## config.mk

```make
export PLATFORM = sky130hd
export DESIGN_NAME = i2c_master_transaction_sequencer_top
export DESIGN_NICKNAME = d
export VERILOG_FILES = /design/src/hdl/i2cmts_pkg.sv /design/src/hdl/i2cmts_in_stage.sv /design/src/hdl/i2cmts_core.sv /design/src/hdl/i2cmts_out_reg.sv /design/src/hdl/i2c_master_transaction_sequencer_top.sv
export VERILOG_INCLUDE_DIRS = /design/src /design/src/hdl
export SDC_FILE = /design/constraint.sdc
export NUM_CORES = 1
export LEC_CHECK = 0
export ABC_AREA = 1
export BUFFER_PORTS_ARGS = -buffer_cell sky130_fd_sc_hd__buf_2
export CAP_MARGIN = 20
export CORE_UTILIZATION = 54
export CTS_BUF_LIST = sky130_fd_sc_hd__clkbuf_4 sky130_fd_sc_hd__clkbuf_8
export CTS_CLUSTER_DIAMETER = 200
export CTS_CLUSTER_SIZE = 28
export DETAILED_ROUTE_END_ITERATION = 8
export MAX_ROUTING_LAYER = met4
export PLACE_DENSITY = 0.78
export SYNTH_ARGS = -nofsm -noshare
export SYNTH_HDL_FRONTEND = slang
export SYNTH_SLANG_ARGS = --single-unit
export TNS_END_PERCENT = 1
```

## constraint.sdc

```tcl
create_clock -name clock -period 3 [get_ports clock]
set_input_delay 0 -clock clock [delete_from_list [all_inputs] [get_ports clock]]
set_output_delay 0 -clock clock [all_outputs]
set_load 0.02 [all_outputs]
```

## src/hdl/i2c_master_transaction_sequencer_top_macros.svh

```systemverilog
// Assertion macros for the I2C master transaction sequencer.
// Included by the top level; needs clock and reset in the including scope.
`ifndef I2C_MASTER_TRANSACTION_SEQUENCER_TOP_MACROS_SVH
`define I2C_MASTER_TRANSACTION_SEQUENCER_TOP_MACROS_SVH

// same-cycle implication
`define I2CMTS_ASSERT_NOW(label, ante, cons) \
   label: assert property (@(posedge clock) disable iff (reset) (ante) |-> (cons)) \
      else $error("sequencer check failed");

// next-cycle implication
`define I2CMTS_ASSERT_NEXT(label, ante, cons) \
   label: assert property (@(posedge clock) disable iff (reset) (ante) |=> (cons)) \
      else $error("sequencer check failed");

`endif

```

## src/hdl/i2cmts_pkg.sv

```systemverilog
// Shared types and codes for the I2C master transaction sequencer.
// No dependencies; used by every module of the block.
`default_nettype none
package i2cmts_pkg;

   localparam int unsigned MAX_TRANSFER_DEF = 255;
   localparam logic [15:0] TIMEOUT_RESET    = 16'd50000;

   localparam logic [6:0] ADDR_LOW  = 7'h08;
   localparam logic [6:0] ADDR_HIGH = 7'h77;

   localparam logic [7:0] STATUS_MASK    = 8'hF8;
   localparam logic [7:0] ES_BUS_ERROR   = 8'h00;
   localparam logic [7:0] ES_START       = 8'h08;
   localparam logic [7:0] ES_AW_ACK      = 8'h18;
   localparam logic [7:0] ES_AW_NACK     = 8'h20;
   localparam logic [7:0] ES_DW_ACK      = 8'h28;
   localparam logic [7:0] ES_DW_NACK     = 8'h30;
   localparam logic [7:0] ES_ARB_LOST    = 8'h38;
   localparam logic [7:0] ES_AR_ACK      = 8'h40;
   localparam logic [7:0] ES_AR_NACK     = 8'h48;
   localparam logic [7:0] ES_DR_ACK      = 8'h50;
   localparam logic [7:0] ES_DR_NACK     = 8'h58;

   typedef enum logic [2:0] {
      OP_BEGIN     = 3'd0,
      OP_WRITE     = 3'd1,
      OP_STATUS    = 3'd2,
      OP_TICK      = 3'd3,
      OP_STOP_DONE = 3'd4
   } op_type;

   typedef enum logic [2:0] {
      PH_IDLE  = 3'd0,
      PH_START = 3'd1,
      PH_ADDR  = 3'd2,
      PH_NEED  = 3'd3,
      PH_WRITE = 3'd4,
      PH_READ  = 3'd5,
      PH_STOP  = 3'd6
   } phase_type;

   typedef enum logic [2:0] {
      CMD_NONE    = 3'd0,
      CMD_START   = 3'd1,
      CMD_SEND    = 3'd2,
      CMD_RX_ACK  = 3'd3,
      CMD_RX_NACK = 3'd4,
      CMD_STOP    = 3'd5
   } cmd_type;

   typedef enum logic [3:0] {
      ST_OK      = 4'd0,
      ST_TIMEOUT = 4'd1,
      ST_ARB     = 4'd2,
      ST_BUS     = 4'd3,
      ST_STARTF  = 4'd4,
      ST_STOPF   = 4'd5,
      ST_ANACK   = 4'd6,
      ST_DNACK   = 4'd7,
      ST_RXF     = 4'd8,
      ST_BADADDR = 4'd9,
      ST_BADARG  = 4'd10
   } status_type;

   typedef struct packed {
      logic [2:0] operation;
      logic [6:0] target_address;
      logic       read_not_write;
      logic [7:0] byte_count;
      logic [7:0] write_byte;
      logic [7:0] engine_status;
      logic [7:0] engine_data;
   } item_type;

   typedef struct packed {
      logic [2:0] command;
      logic [7:0] command_byte;
      logic       need_write_data;
      logic       read_valid;
      logic [7:0] read_byte;
      logic       done_res;
      logic [3:0] status;
      logic       busy_res;
   } result_type;

endpackage
`default_nettype wire

```

## src/hdl/i2cmts_in_stage.sv

```systemverilog
// Input register of the sequencer: captures one request beat.
// Depends on i2cmts_pkg.
`default_nettype none
module i2cmts_in_stage (
   input  wire logic                 clock,
   input  wire logic                 reset,
   input  wire logic                 in_valid,
   output logic                      in_ready,
   input  wire i2cmts_pkg::item_type in_item,
   input  wire logic                 advance,
   output logic                      item_valid,
   output i2cmts_pkg::item_type      item
);

   logic                 valid_ff;
   logic                 valid_in;
   i2cmts_pkg::item_type item_ff;

   assign in_ready   = !valid_ff || advance;
   assign item_valid = valid_ff;
   assign item       = item_ff;

   always_comb begin
      valid_in = valid_ff;
      if (in_valid && in_ready) begin
         valid_in = 1'b1;
      end else if (advance) begin
         valid_in = 1'b0;
      end
   end

   always_ff @(posedge clock) begin
      if (reset) begin
         valid_ff <= 1'b0;
      end else begin
         valid_ff <= valid_in;
      end
   end

   always_ff @(posedge clock) begin
      if (in_valid && in_ready) begin
         item_ff <= in_item;
      end
   end

endmodule
`default_nettype wire

```

## src/hdl/i2cmts_core.sv

```systemverilog
// Transaction state and phase logic of the sequencer, plus the timeout register.
// Depends on i2cmts_pkg.
`default_nettype none
module i2cmts_core #(
   parameter int unsigned MAX_TRANSFER = i2cmts_pkg::MAX_TRANSFER_DEF
) (
   input  wire logic                 clock,
   input  wire logic                 reset,
   input  wire logic                 csr_wr_en,
   input  wire logic [15:0]          csr_wr_data,
   input  wire logic                 advance,
   input  wire i2cmts_pkg::item_type item,
   output i2cmts_pkg::result_type    result
);

   i2cmts_pkg::phase_type phase_ff, phase_in;
   logic [6:0]  slave_address_ff, slave_address_in;
   logic        direction_read_ff, direction_read_in;
   logic [7:0]  bytes_total_ff, bytes_total_in;
   logic [7:0]  bytes_done_ff, bytes_done_in;
   logic [3:0]  pending_status_ff, pending_status_in;
   logic [15:0] wait_ticks_ff, wait_ticks_in;
   logic [15:0] timeout_limit_ff;

   logic [7:0]  es;
   logic [7:0]  done_inc;
   logic        last_rx;
   logic        last_next;
   logic [15:0] ticks_sat;

   assign es        = item.engine_status & i2cmts_pkg::STATUS_MASK;
   assign done_inc  = bytes_done_ff + 8'd1;
   assign last_rx   = ({1'b0, bytes_done_ff} + 9'd1) >= {1'b0, bytes_total_ff};
   assign last_next = ({1'b0, done_inc} + 9'd1) >= {1'b0, bytes_total_ff};
   assign ticks_sat = (wait_ticks_ff == 16'hFFFF) ? wait_ticks_ff : wait_ticks_ff + 16'd1;

   always_comb begin
      phase_in          = phase_ff;
      slave_address_in  = slave_address_ff;
      direction_read_in = direction_read_ff;
      bytes_total_in    = bytes_total_ff;
      bytes_done_in     = bytes_done_ff;
      pending_status_in = pending_status_ff;
      wait_ticks_in     = wait_ticks_ff;
      result            = '0;

      case (item.operation)
         i2cmts_pkg::OP_BEGIN: begin
            if (phase_ff == i2cmts_pkg::PH_IDLE) begin
               if (item.target_address < i2cmts_pkg::ADDR_LOW ||
                   item.target_address > i2cmts_pkg::ADDR_HIGH) begin
                  result.done_res = 1'b1;
                  result.status   = i2cmts_pkg::ST_BADADDR;
               end else if ((item.read_not_write && item.byte_count == 8'd0) ||
                            {8'd0, item.byte_count} > 16'(MAX_TRANSFER)) begin
                  result.done_res = 1'b1;
                  result.status   = i2cmts_pkg::ST_BADARG;
               end else begin
                  slave_address_in  = item.target_address;
                  direction_read_in = item.read_not_write;
                  bytes_total_in    = item.byte_count;
                  bytes_done_in     = 8'd0;
                  pending_status_in = i2cmts_pkg::ST_OK;
                  result.command    = i2cmts_pkg::CMD_START;
                  phase_in          = i2cmts_pkg::PH_START;
                  wait_ticks_in     = 16'd0;
               end
            end
         end
         i2cmts_pkg::OP_WRITE: begin
            if (phase_ff == i2cmts_pkg::PH_NEED) begin
               result.command      = i2cmts_pkg::CMD_SEND;
               result.command_byte = item.write_byte;
               phase_in            = i2cmts_pkg::PH_WRITE;
               wait_ticks_in       = 16'd0;
            end
         end
         i2cmts_pkg::OP_STATUS: begin
            unique case (phase_ff)
               i2cmts_pkg::PH_START: begin
                  if (es == i2cmts_pkg::ES_START) begin
                     result.command      = i2cmts_pkg::CMD_SEND;
                     result.command_byte = {slave_address_ff, direction_read_ff};
                     phase_in            = i2cmts_pkg::PH_ADDR;
                     wait_ticks_in       = 16'd0;
                  end else begin
                     result.done_res = 1'b1;
                     phase_in        = i2cmts_pkg::PH_IDLE;
                     if (es == i2cmts_pkg::ES_ARB_LOST) begin
                        result.status = i2cmts_pkg::ST_ARB;
                     end else if (es == i2cmts_pkg::ES_BUS_ERROR) begin
                        result.status = i2cmts_pkg::ST_BUS;
                     end else begin
                        result.status = i2cmts_pkg::ST_STARTF;
                     end
                  end
               end
               i2cmts_pkg::PH_ADDR: begin
                  if (es == (direction_read_ff ? i2cmts_pkg::ES_AR_ACK
                                               : i2cmts_pkg::ES_AW_ACK)) begin
                     if (direction_read_ff) begin
                        result.command = last_rx ? i2cmts_pkg::CMD_RX_NACK
                                                 : i2cmts_pkg::CMD_RX_ACK;
                        phase_in       = i2cmts_pkg::PH_READ;
                        wait_ticks_in  = 16'd0;
                     end else if (bytes_total_ff == 8'd0) begin
                        pending_status_in = i2cmts_pkg::ST_OK;
                        result.command    = i2cmts_pkg::CMD_STOP;
                        phase_in          = i2cmts_pkg::PH_STOP;
                        wait_ticks_in     = 16'd0;
                     end else begin
                        phase_in               = i2cmts_pkg::PH_NEED;
                        result.need_write_data = 1'b1;
                     end
                  end else if (es == (direction_read_ff ? i2cmts_pkg::ES_AR_NACK
                                                        : i2cmts_pkg::ES_AW_NACK)) begin
                     pending_status_in = i2cmts_pkg::ST_ANACK;
                     result.command    = i2cmts_pkg::CMD_STOP;
                     phase_in          = i2cmts_pkg::PH_STOP;
                     wait_ticks_in     = 16'd0;
                  end else begin
                     result.done_res = 1'b1;
                     phase_in        = i2cmts_pkg::PH_IDLE;
                     result.status   = (es == i2cmts_pkg::ES_ARB_LOST) ?
                                       i2cmts_pkg::ST_ARB : i2cmts_pkg::ST_BUS;
                  end
               end
               i2cmts_pkg::PH_WRITE: begin
                  if (es == i2cmts_pkg::ES_DW_ACK) begin
                     bytes_done_in = done_inc;
                     if (done_inc >= bytes_total_ff) begin
                        pending_status_in = i2cmts_pkg::ST_OK;
                        result.command    = i2cmts_pkg::CMD_STOP;
                        phase_in          = i2cmts_pkg::PH_STOP;
                        wait_ticks_in     = 16'd0;
                     end else begin
                        phase_in               = i2cmts_pkg::PH_NEED;
                        result.need_write_data = 1'b1;
                     end
                  end else if (es == i2cmts_pkg::ES_DW_NACK) begin
                     pending_status_in = i2cmts_pkg::ST_DNACK;
                     result.command    = i2cmts_pkg::CMD_STOP;
                     phase_in          = i2cmts_pkg::PH_STOP;
                     wait_ticks_in     = 16'd0;
                  end else begin
                     result.done_res = 1'b1;
                     phase_in        = i2cmts_pkg::PH_IDLE;
                     result.status   = (es == i2cmts_pkg::ES_ARB_LOST) ?
                                       i2cmts_pkg::ST_ARB : i2cmts_pkg::ST_BUS;
                  end
               end
               i2cmts_pkg::PH_READ: begin
                  if (es == (last_rx ? i2cmts_pkg::ES_DR_NACK : i2cmts_pkg::ES_DR_ACK)) begin
                     result.read_valid = 1'b1;
                     result.read_byte  = item.engine_data;
                     bytes_done_in     = done_inc;
                     wait_ticks_in     = 16'd0;
                     if (last_rx) begin
                        pending_status_in = i2cmts_pkg::ST_OK;
                        result.command    = i2cmts_pkg::CMD_STOP;
                        phase_in          = i2cmts_pkg::PH_STOP;
                     end else begin
                        result.command = last_next ? i2cmts_pkg::CMD_RX_NACK
                                                   : i2cmts_pkg::CMD_RX_ACK;
                        phase_in       = i2cmts_pkg::PH_READ;
                     end
                  end else if (es == i2cmts_pkg::ES_ARB_LOST || es == i2cmts_pkg::ES_BUS_ERROR) begin
                     result.done_res = 1'b1;
                     phase_in        = i2cmts_pkg::PH_IDLE;
                     result.status   = (es == i2cmts_pkg::ES_ARB_LOST) ?
                                       i2cmts_pkg::ST_ARB : i2cmts_pkg::ST_BUS;
                  end else begin
                     pending_status_in = i2cmts_pkg::ST_RXF;
                     result.command    = i2cmts_pkg::CMD_STOP;
                     phase_in          = i2cmts_pkg::PH_STOP;
                     wait_ticks_in     = 16'd0;
                  end
               end
               default: begin
               end
            endcase
         end
         i2cmts_pkg::OP_TICK: begin
            if (phase_ff == i2cmts_pkg::PH_START || phase_ff == i2cmts_pkg::PH_ADDR ||
                phase_ff == i2cmts_pkg::PH_WRITE || phase_ff == i2cmts_pkg::PH_READ ||
                phase_ff == i2cmts_pkg::PH_STOP) begin
               wait_ticks_in = ticks_sat;
               if (ticks_sat >= timeout_limit_ff) begin
                  result.done_res = 1'b1;
                  phase_in        = i2cmts_pkg::PH_IDLE;
                  result.status   = (phase_ff == i2cmts_pkg::PH_STOP) ?
                                    i2cmts_pkg::ST_STOPF : i2cmts_pkg::ST_TIMEOUT;
               end
            end
         end
         i2cmts_pkg::OP_STOP_DONE: begin
            if (phase_ff == i2cmts_pkg::PH_STOP) begin
               result.done_res = 1'b1;
               result.status   = pending_status_ff;
               phase_in        = i2cmts_pkg::PH_IDLE;
            end
         end
         default: begin
         end
      endcase

      result.busy_res = (phase_in != i2cmts_pkg::PH_IDLE);
   end

   always_ff @(posedge clock) begin
      if (reset) begin
         phase_ff          <= i2cmts_pkg::PH_IDLE;
         slave_address_ff  <= 7'd0;
         direction_read_ff <= 1'b0;
         bytes_total_ff    <= 8'd0;
         bytes_done_ff     <= 8'd0;
         pending_status_ff <= i2cmts_pkg::ST_OK;
         wait_ticks_ff     <= 16'd0;
      end else if (advance) begin
         phase_ff          <= phase_in;
         slave_address_ff  <= slave_address_in;
         direction_read_ff <= direction_read_in;
         bytes_total_ff    <= bytes_total_in;
         bytes_done_ff     <= bytes_done_in;
         pending_status_ff <= pending_status_in;
         wait_ticks_ff     <= wait_ticks_in;
      end
   end

   always_ff @(posedge clock) begin
      if (reset) begin
         timeout_limit_ff <= i2cmts_pkg::TIMEOUT_RESET;
      end else if (csr_wr_en) begin
         timeout_limit_ff <= csr_wr_data;
      end
   end

endmodule
`default_nettype wire

```

## src/hdl/i2cmts_out_reg.sv

```systemverilog
// Result register of the sequencer: holds one response beat until taken.
// Depends on i2cmts_pkg.
`default_nettype none
module i2cmts_out_reg (
   input  wire logic                   clock,
   input  wire logic                   reset,
   input  wire logic                   load,
   input  wire i2cmts_pkg::result_type result,
   output logic                        load_ready,
   output logic                        out_valid,
   input  wire logic                   out_ready,
   output i2cmts_pkg::result_type      out_result
);

   logic                   valid_ff;
   logic                   valid_in;
   i2cmts_pkg::result_type result_ff;

   assign load_ready = !valid_ff || out_ready;
   assign out_valid  = valid_ff;
   assign out_result = result_ff;

   always_comb begin
      valid_in = valid_ff;
      if (load) begin
         valid_in = 1'b1;
      end else if (out_ready) begin
         valid_in = 1'b0;
      end
   end

   always_ff @(posedge clock) begin
      if (reset) begin
         valid_ff <= 1'b0;
      end else begin
         valid_ff <= valid_in;
      end
   end

   always_ff @(posedge clock) begin
      if (load) begin
         result_ff <= result;
      end
   end

endmodule
`default_nettype wire

```

## src/hdl/i2c_master_transaction_sequencer_top.sv

```systemverilog
// A response beat is loaded into the result register as its request beat leaves
// the input register. Throughput: one request beat per cycle unless a full result
// register is held by rsp_tready; the phase logic in between is combinational.
// Reset (synchronous, active high) empties both registers, returns the phase
// to idle, clears the transaction state and sets timeout_limit to 50000.
// Top level of the I2C master transaction sequencer; uses i2cmts_pkg,
// i2cmts_in_stage, i2cmts_core, i2cmts_out_reg and the macros header.
`default_nettype none
`include "i2c_master_transaction_sequencer_top_macros.svh"
module i2c_master_transaction_sequencer_top #(
   parameter int unsigned MAX_TRANSFER = i2cmts_pkg::MAX_TRANSFER_DEF
) (
   input  wire logic        clock,
   input  wire logic        reset,
   input  wire logic        csr_wr_en,
   input  wire logic [15:0] csr_wr_data,   // timeout_limit
   input  wire logic        req_tvalid,
   output logic             req_tready,
   // target_address[6:0], read_not_write[7], byte_count[15:8], write_byte[23:16],
   // engine_status[31:24], engine_data[39:32]
   input  wire logic [39:0] req_tdata,
   input  wire logic [2:0]  req_tuser,     // operation
   output logic             rsp_tvalid,
   input  wire logic        rsp_tready,
   // command_byte[7:0], need_write_data[8], read_valid[9], read_byte[17:10],
   // done_res[18], status[22:19], busy_res[23]
   output logic [23:0]      rsp_tdata,
   output logic [2:0]       rsp_tuser      // command
);

   i2cmts_pkg::item_type   in_item;
   i2cmts_pkg::item_type   item;
   i2cmts_pkg::result_type result;
   i2cmts_pkg::result_type out_result;
   logic                   item_valid;
   logic                   load_ready;
   logic                   advance;

   assign in_item.operation      = req_tuser;
   assign in_item.target_address = req_tdata[6:0];
   assign in_item.read_not_write = req_tdata[7];
   assign in_item.byte_count     = req_tdata[15:8];
   assign in_item.write_byte     = req_tdata[23:16];
   assign in_item.engine_status  = req_tdata[31:24];
   assign in_item.engine_data    = req_tdata[39:32];

   assign advance = item_valid && load_ready;

   i2cmts_in_stage u_in_stage (
      .clock      (clock),
      .reset      (reset),
      .in_valid   (req_tvalid),
      .in_ready   (req_tready),
      .in_item    (in_item),
      .advance    (advance),
      .item_valid (item_valid),
      .item       (item)
   );

   i2cmts_core #(
      .MAX_TRANSFER (MAX_TRANSFER)
   ) u_core (
      .clock       (clock),
      .reset       (reset),
      .csr_wr_en   (csr_wr_en),
      .csr_wr_data (csr_wr_data),
      .advance     (advance),
      .item        (item),
      .result      (result)
   );

   i2cmts_out_reg u_out_reg (
      .clock      (clock),
      .reset      (reset),
      .load       (advance),
      .result     (result),
      .load_ready (load_ready),
      .out_valid  (rsp_tvalid),
      .out_ready  (rsp_tready),
      .out_result (out_result)
   );

   assign rsp_tuser = out_result.command;
   assign rsp_tdata = {out_result.busy_res, out_result.status, out_result.done_res,
                       out_result.read_byte, out_result.read_valid,
                       out_result.need_write_data, out_result.command_byte};

   `I2CMTS_ASSERT_NOW(a_done_not_busy, rsp_tvalid && out_result.done_res, !out_result.busy_res)
   `I2CMTS_ASSERT_NOW(a_status_only_done, rsp_tvalid && (|out_result.status), out_result.done_res)
   `I2CMTS_ASSERT_NOW(a_cmd_keeps_busy, rsp_tvalid && (|out_result.command), out_result.busy_res)
   `I2CMTS_ASSERT_NEXT(a_stalled_item_held, item_valid && !advance, item_valid)

endmodule
`default_nettype wire
```

# Yosys cells after proc, flatten, opt, wreduce, memory -nomap -nowiden
# Cells that the tools add are included.
# totals
elab_cells	217
out_inout_bits	29
reg_bits	135
input_bits	64
# classes
n_reduce_logical	29
n_eq_ne	37
muxes	114
addsub	4
bitwise_logic	2
n_lt_le_gt_ge	6
# ops
operator	n
$mux 16	16
$pmux 16 s4	2
$mux 3	33
$mux 5	13
$mux 4	14
$mux 8	6
$pmux 8 s2	3
$pmux 5 s4	2
$eq 8x8->1	3
$logic_not 8->1	3
$pmux 3 s4	2
$mux 10	2
$add 8x1->9 const B	2
$ge 9x8->1	2
$add 16x1->16 const B	1
$eq 16x16->1 const B	1
$ge 16x16->1	1
$eq 5x3->1 const B	3
$pmux 3 s5	1
$mux 7	2
$reduce_and 14->1	1
$reduce_and 13->1	1
$eq 3x2->1 const B	4
$eq 3x3->1 const B	4
35 further kinds	70

# Depth between registers and ports, before layout
# depth
ltp_word	8
depth_mapped	22
ltp_nobuf	22

# Hierarchy
# From an unflattened synthesis, not the netlist that was laid out.
# unflattened
hier_cells	928
area_unflattened_um2	7383.3
# modules_own_cells
module	cells_each	seq_area_each_um2	area_each_um2	n_inst
i2cmts_core	845	1241.2	5183.7	1
i2cmts_in_stage	49	1311.3	1338.8	1
i2cmts_out_reg	32	830.8	853.3	1
i2c_master_transaction_sequencer_top	2	0.0	7.5	1

# Worst setup path after synthesis
# No wires, ideal clock.
# synth_path
path_type	register to register
start	register u_core.wait_ticks_ff[0]
end	register u_out_reg.result_ff (netlist bit u_out_reg.out_result[0]), data pin
t_arrival_ps	2656
setup_ps	253
synth_period_minus_slack_ps	2910
required_ps	2747
n_path_buf	0
path_stages_with_launch	20
setup_slack_ps	90
path_cell_list	dfxtp_1 -> ha_1 -> nand2_1 -> nor2_1 -> nand3_1 -> inv_1 -> nand2_1 -> nor2_1 -> nand2_1 -> nand2_1 -> xor2_1 -> ha_1 -> nand4_1 -> nor3_1 -> nand3_1 -> nand3_1 -> nand2_1 -> a21oi_1 -> and3_1 -> nand2_1
# synth_rtl
element	line_no	rtl
from (decl)	i2cmts_core.sv:22	logic [15:0] wait_ticks_ff, wait_ticks_in;
from (signal assigned)	i2cmts_core.sv:226	wait_ticks_ff <= wait_ticks_in;
to (signal assigned)	i2cmts_out_reg.sv:42	result_ff <= result;
to (decl)	i2cmts_out_reg.sv:17	i2cmts_pkg::result_type result_ff;

==> run metrics <==
Core Box Area=12700 um^2; Max FO, Critical Path=4; num rows=41; mux contribution to synthesized area=0%; Setup WS post-layout=0.112 ns; Final Cycle Share=96.3%; worst path required time=3.22 ns; asr flop ratio synth=0%; simple-gate portion of the synthesized area=26.7%; Die W=117 um; drt total wl=20.5 mm; I/O Buffers=89; layout cells sized above 1=19.7%; initial antenna violation count=0; dpl ws=-0.0692 ns; First-pass DRT Iterations=5; clock skew=0.0135 ns; Mapped Area=7120 um^2; pwr/cell area=431 nW/um^2; Hold Crit Class=in2reg; Finished Layout Cells=1318; CP Launch Type=flip-flop; register area share after synthesis=46.2%; via/cell ratio=5.44; area post-placement=8040 um^2; Peak Freq=346 MHz; gpl congestion=0.950; GR Overflow Total=0; XOR/XNOR Fraction of Synth Area=2.09%; area delta synth->final=30.5%; detailed placement HPWL=13.1 mm; Seq cells post-synth=131; Syn Inst Count=926; clock slew at reported path FFs=0.08 ns; Final Slew Violations=0; Post-synth EDFFs=67; final setup vio count=0; DRT iter0 DRCs=693; worst skew pair latency=0.47 ns; pin count of the biggest net entering global routing=34; Ports=93; maximum VDD drop=0.486 mV; CP endpoint kind=flip-flop; WP data arrival=3.11 ns; post-synthesis net count=1025; vias after detailed routing=7170; Initial Util=56.0%; post-synthesis compound-gate area fraction=11.1%; Final nets=1232; first-pass GRT wire length=32.7 mm; clk sink count=131; Wirelength per Cell=15.5 um; RSZ-0062 raised after global routing=yes; vias in the first global route=6788; Synth Flop Type=edfxtp_1; critical path class=reg2reg; # diodes=0; H-tree Lvls=4; Fin. Hold Viols=0; YS warnings=0; Synth cell types=38; TritonCTS clock tree=built; TritonCTS buffer count=17; worst rel slew slack=36.0%; Longest Clk Path Bufs=2; CTS root buffer=clkbuf_8; Final min period=2.89 ns; worst slew pin tran=0.958 ns; die height=117 um; Syn Area/Cell=7.69 um^2; post-route core utilization=73.1%; placed cells=1211; Post-Synth Adder-Cell Area=6.15%; Leak=4.13 nW; Final Cell Area=9290 um^2; combinational family with the most area after synthesis=simple AND/OR/NAND/NOR gates; Max Cap Violations=0; Die Area=13700 um^2; residual DRC count=0; DRT antenna net count=0; reg2reg setup slack=0.11 ns; Total Routing Usage GR=33.1%; status=finished clean
## report_power, final
group          internal (mW)  leakage (nW)  switching (mW)
sequential              1.97          1.17          0.0509
clock                  0.660         0.182           0.767
combinational          0.228          2.78           0.327
## path summary, 6_finish.rpt
check | start | endpoint | cells after the start
min | csr_wr_en | u_core.timeout_limit_ff[0] | 3
max | u_core.wait_ticks_ff[1] | u_out_reg.out_result[0] | 21
max reg2reg | u_core.wait_ticks_ff[1] | u_out_reg.out_result[0] | 21
min reg2reg | u_core.slave_address_ff[5] | u_core.slave_address_ff[5] | 2
## cell usage after synthesis (2+ instances only)
cell type / instances / share of area (%)
nor3_1: 10 / 0.70
o211ai_1: 2 / 0.21
nor2_1: 132 / 7.0
xnor2_1: 4 / 0.49
o21bai_1: 4 / 0.42
nor2_2: 2 / 0.18
inv_1: 109 / 5.7
edfxtp_1: 67 / 28
nand4_1: 19 / 1.7
and2_1: 2 / 0.18
ha_1: 35 / 6.1
or2_2: 2 / 0.18
nand2_1: 207 / 11
a21oi_1: 68 / 4.8
o21ai_0: 66 / 4.6
nand3_1: 68 / 4.8
nand3_2: 2 / 0.28
dfxtp_1: 64 / 18
and3_1: 2 / 0.18
o21a_1: 2 / 0.21
clkbuf_1: 14 / 0.74
xor2_1: 13 / 1.6
a211oi_1: 2 / 0.21
o2111ai_1: 2 / 0.25
inv_2: 15 / 0.79
## cells by family after synthesis
| kind of cell | Yosys count |
|---|---|
| and+or+nand+nor | 450 |
| AOI/OAI and AO/OA | 150 |
| buffers and inverters | 143 |
| DFF | 131 |
| adders and majority gates | 35 |
| xor gates and xnor gates | 17 |
## final cells by class
type                       count  area (um^2)
clock buffer                  17          234
clock inverter                15          131
fill                         973         3430
inverter                     125          469
multi-input combinational    652         3400
sequential                   131         3300
tap                          172          215
timing repair buffer         206         1540
## layer usage
metal / vias to the layer above / routed length [um] / global-route usage, % / share of wire, %
li1: 3473 / - / - / -
met1: 3289 / 8470 / 40.4 / 41
met2: 354 / 9640 / 52.7 / 47
met3: 54 / 1770 / 8.19 / 8.6
met4: 0 / 607 / 13.2 / 3.0
met5: - / 0 / - / 0
## registers in the layout, indices dropped and copies added, names as in the netlist
signal,flops
u_core.bytes_total_ff,8
u_core.phase_ff,3
u_core.direction_read_ff,1
u_out_reg.out_valid,1
u_out_reg.out_result,27
u_in_stage.item_valid,1
u_in_stage.item,40
u_core.timeout_limit_ff,16
u_core.slave_address_ff,7
u_core.bytes_done_ff,8
u_core.pending_status_ff,3
u_core.wait_ticks_ff,16
## cells in the final DEF, fill, tap and decap left out, types with 3 or more instances in the layout
cell type	instances
nor2_2	7
nand4_1	19
nand3_2	6
xnor2_1	4
buf_2	89
o21ai_0	66
clkbuf_8	17
edfxtp_1	67
nand2_1	198
dfxtp_2	6
a21oi_1	63
buf_4	39
clkinvlp_4	3
dlygate4sd3_1	74
o21bai_1	4
nor2_1	125
clkinv_2	4
nor3_1	9
dfxtp_1	58
nand2_2	9
inv_6	4
xor2_1	12
ha_1	34
nand3_1	64
inv_2	19
inv_1	105
a21oi_2	5
## critical path: stages, from the launching register on
cell and delay, ns:
dfxtp_2 0.36, buf_4 0.13, nand3_1 0.07, inv_1 0.12, nand3_2 0.11, inv_1 0.09, nand3_1 0.13, inv_2 0.10
nand3_1 0.07, nand2_1 0.11, inv_1 0.05, ha_1 0.28, nand2_1 0.09, o21ai_0 0.22, a21oi_2 0.07, buf_4 0.14
nand4_1 0.07, nand2_1 0.09, nand2_2 0.09, nand3_2 0.08, nor2_1 0.10, nand2_1 0.06
## repair_timing
| action | 4_1_cts | 5_1_grt |
|---|---|---|
| hold buffers | 74 | 0 |
| endpoints found under the hold margin | 66 | 0 |
| setup endpoints to repair | 3 | 46 |
| setup buffers | 1 | 0 |
| pin swaps | 2 | 17 |
| gates resized for setup | 2 | 43 |
## stage by stage
stage	hold WS [ns]	power, mW	setup TNS [ns]
finish	0.115	4.00	0
floorplan	0.0989	2.34	0
detailed placement	0.178	2.50	-0.150
CTS	0.0106	3.97	0
global route	0.134	4.15	-0.445
global placement	0.176	2.49	-0.00950
(Power assumes the default switching activity.)
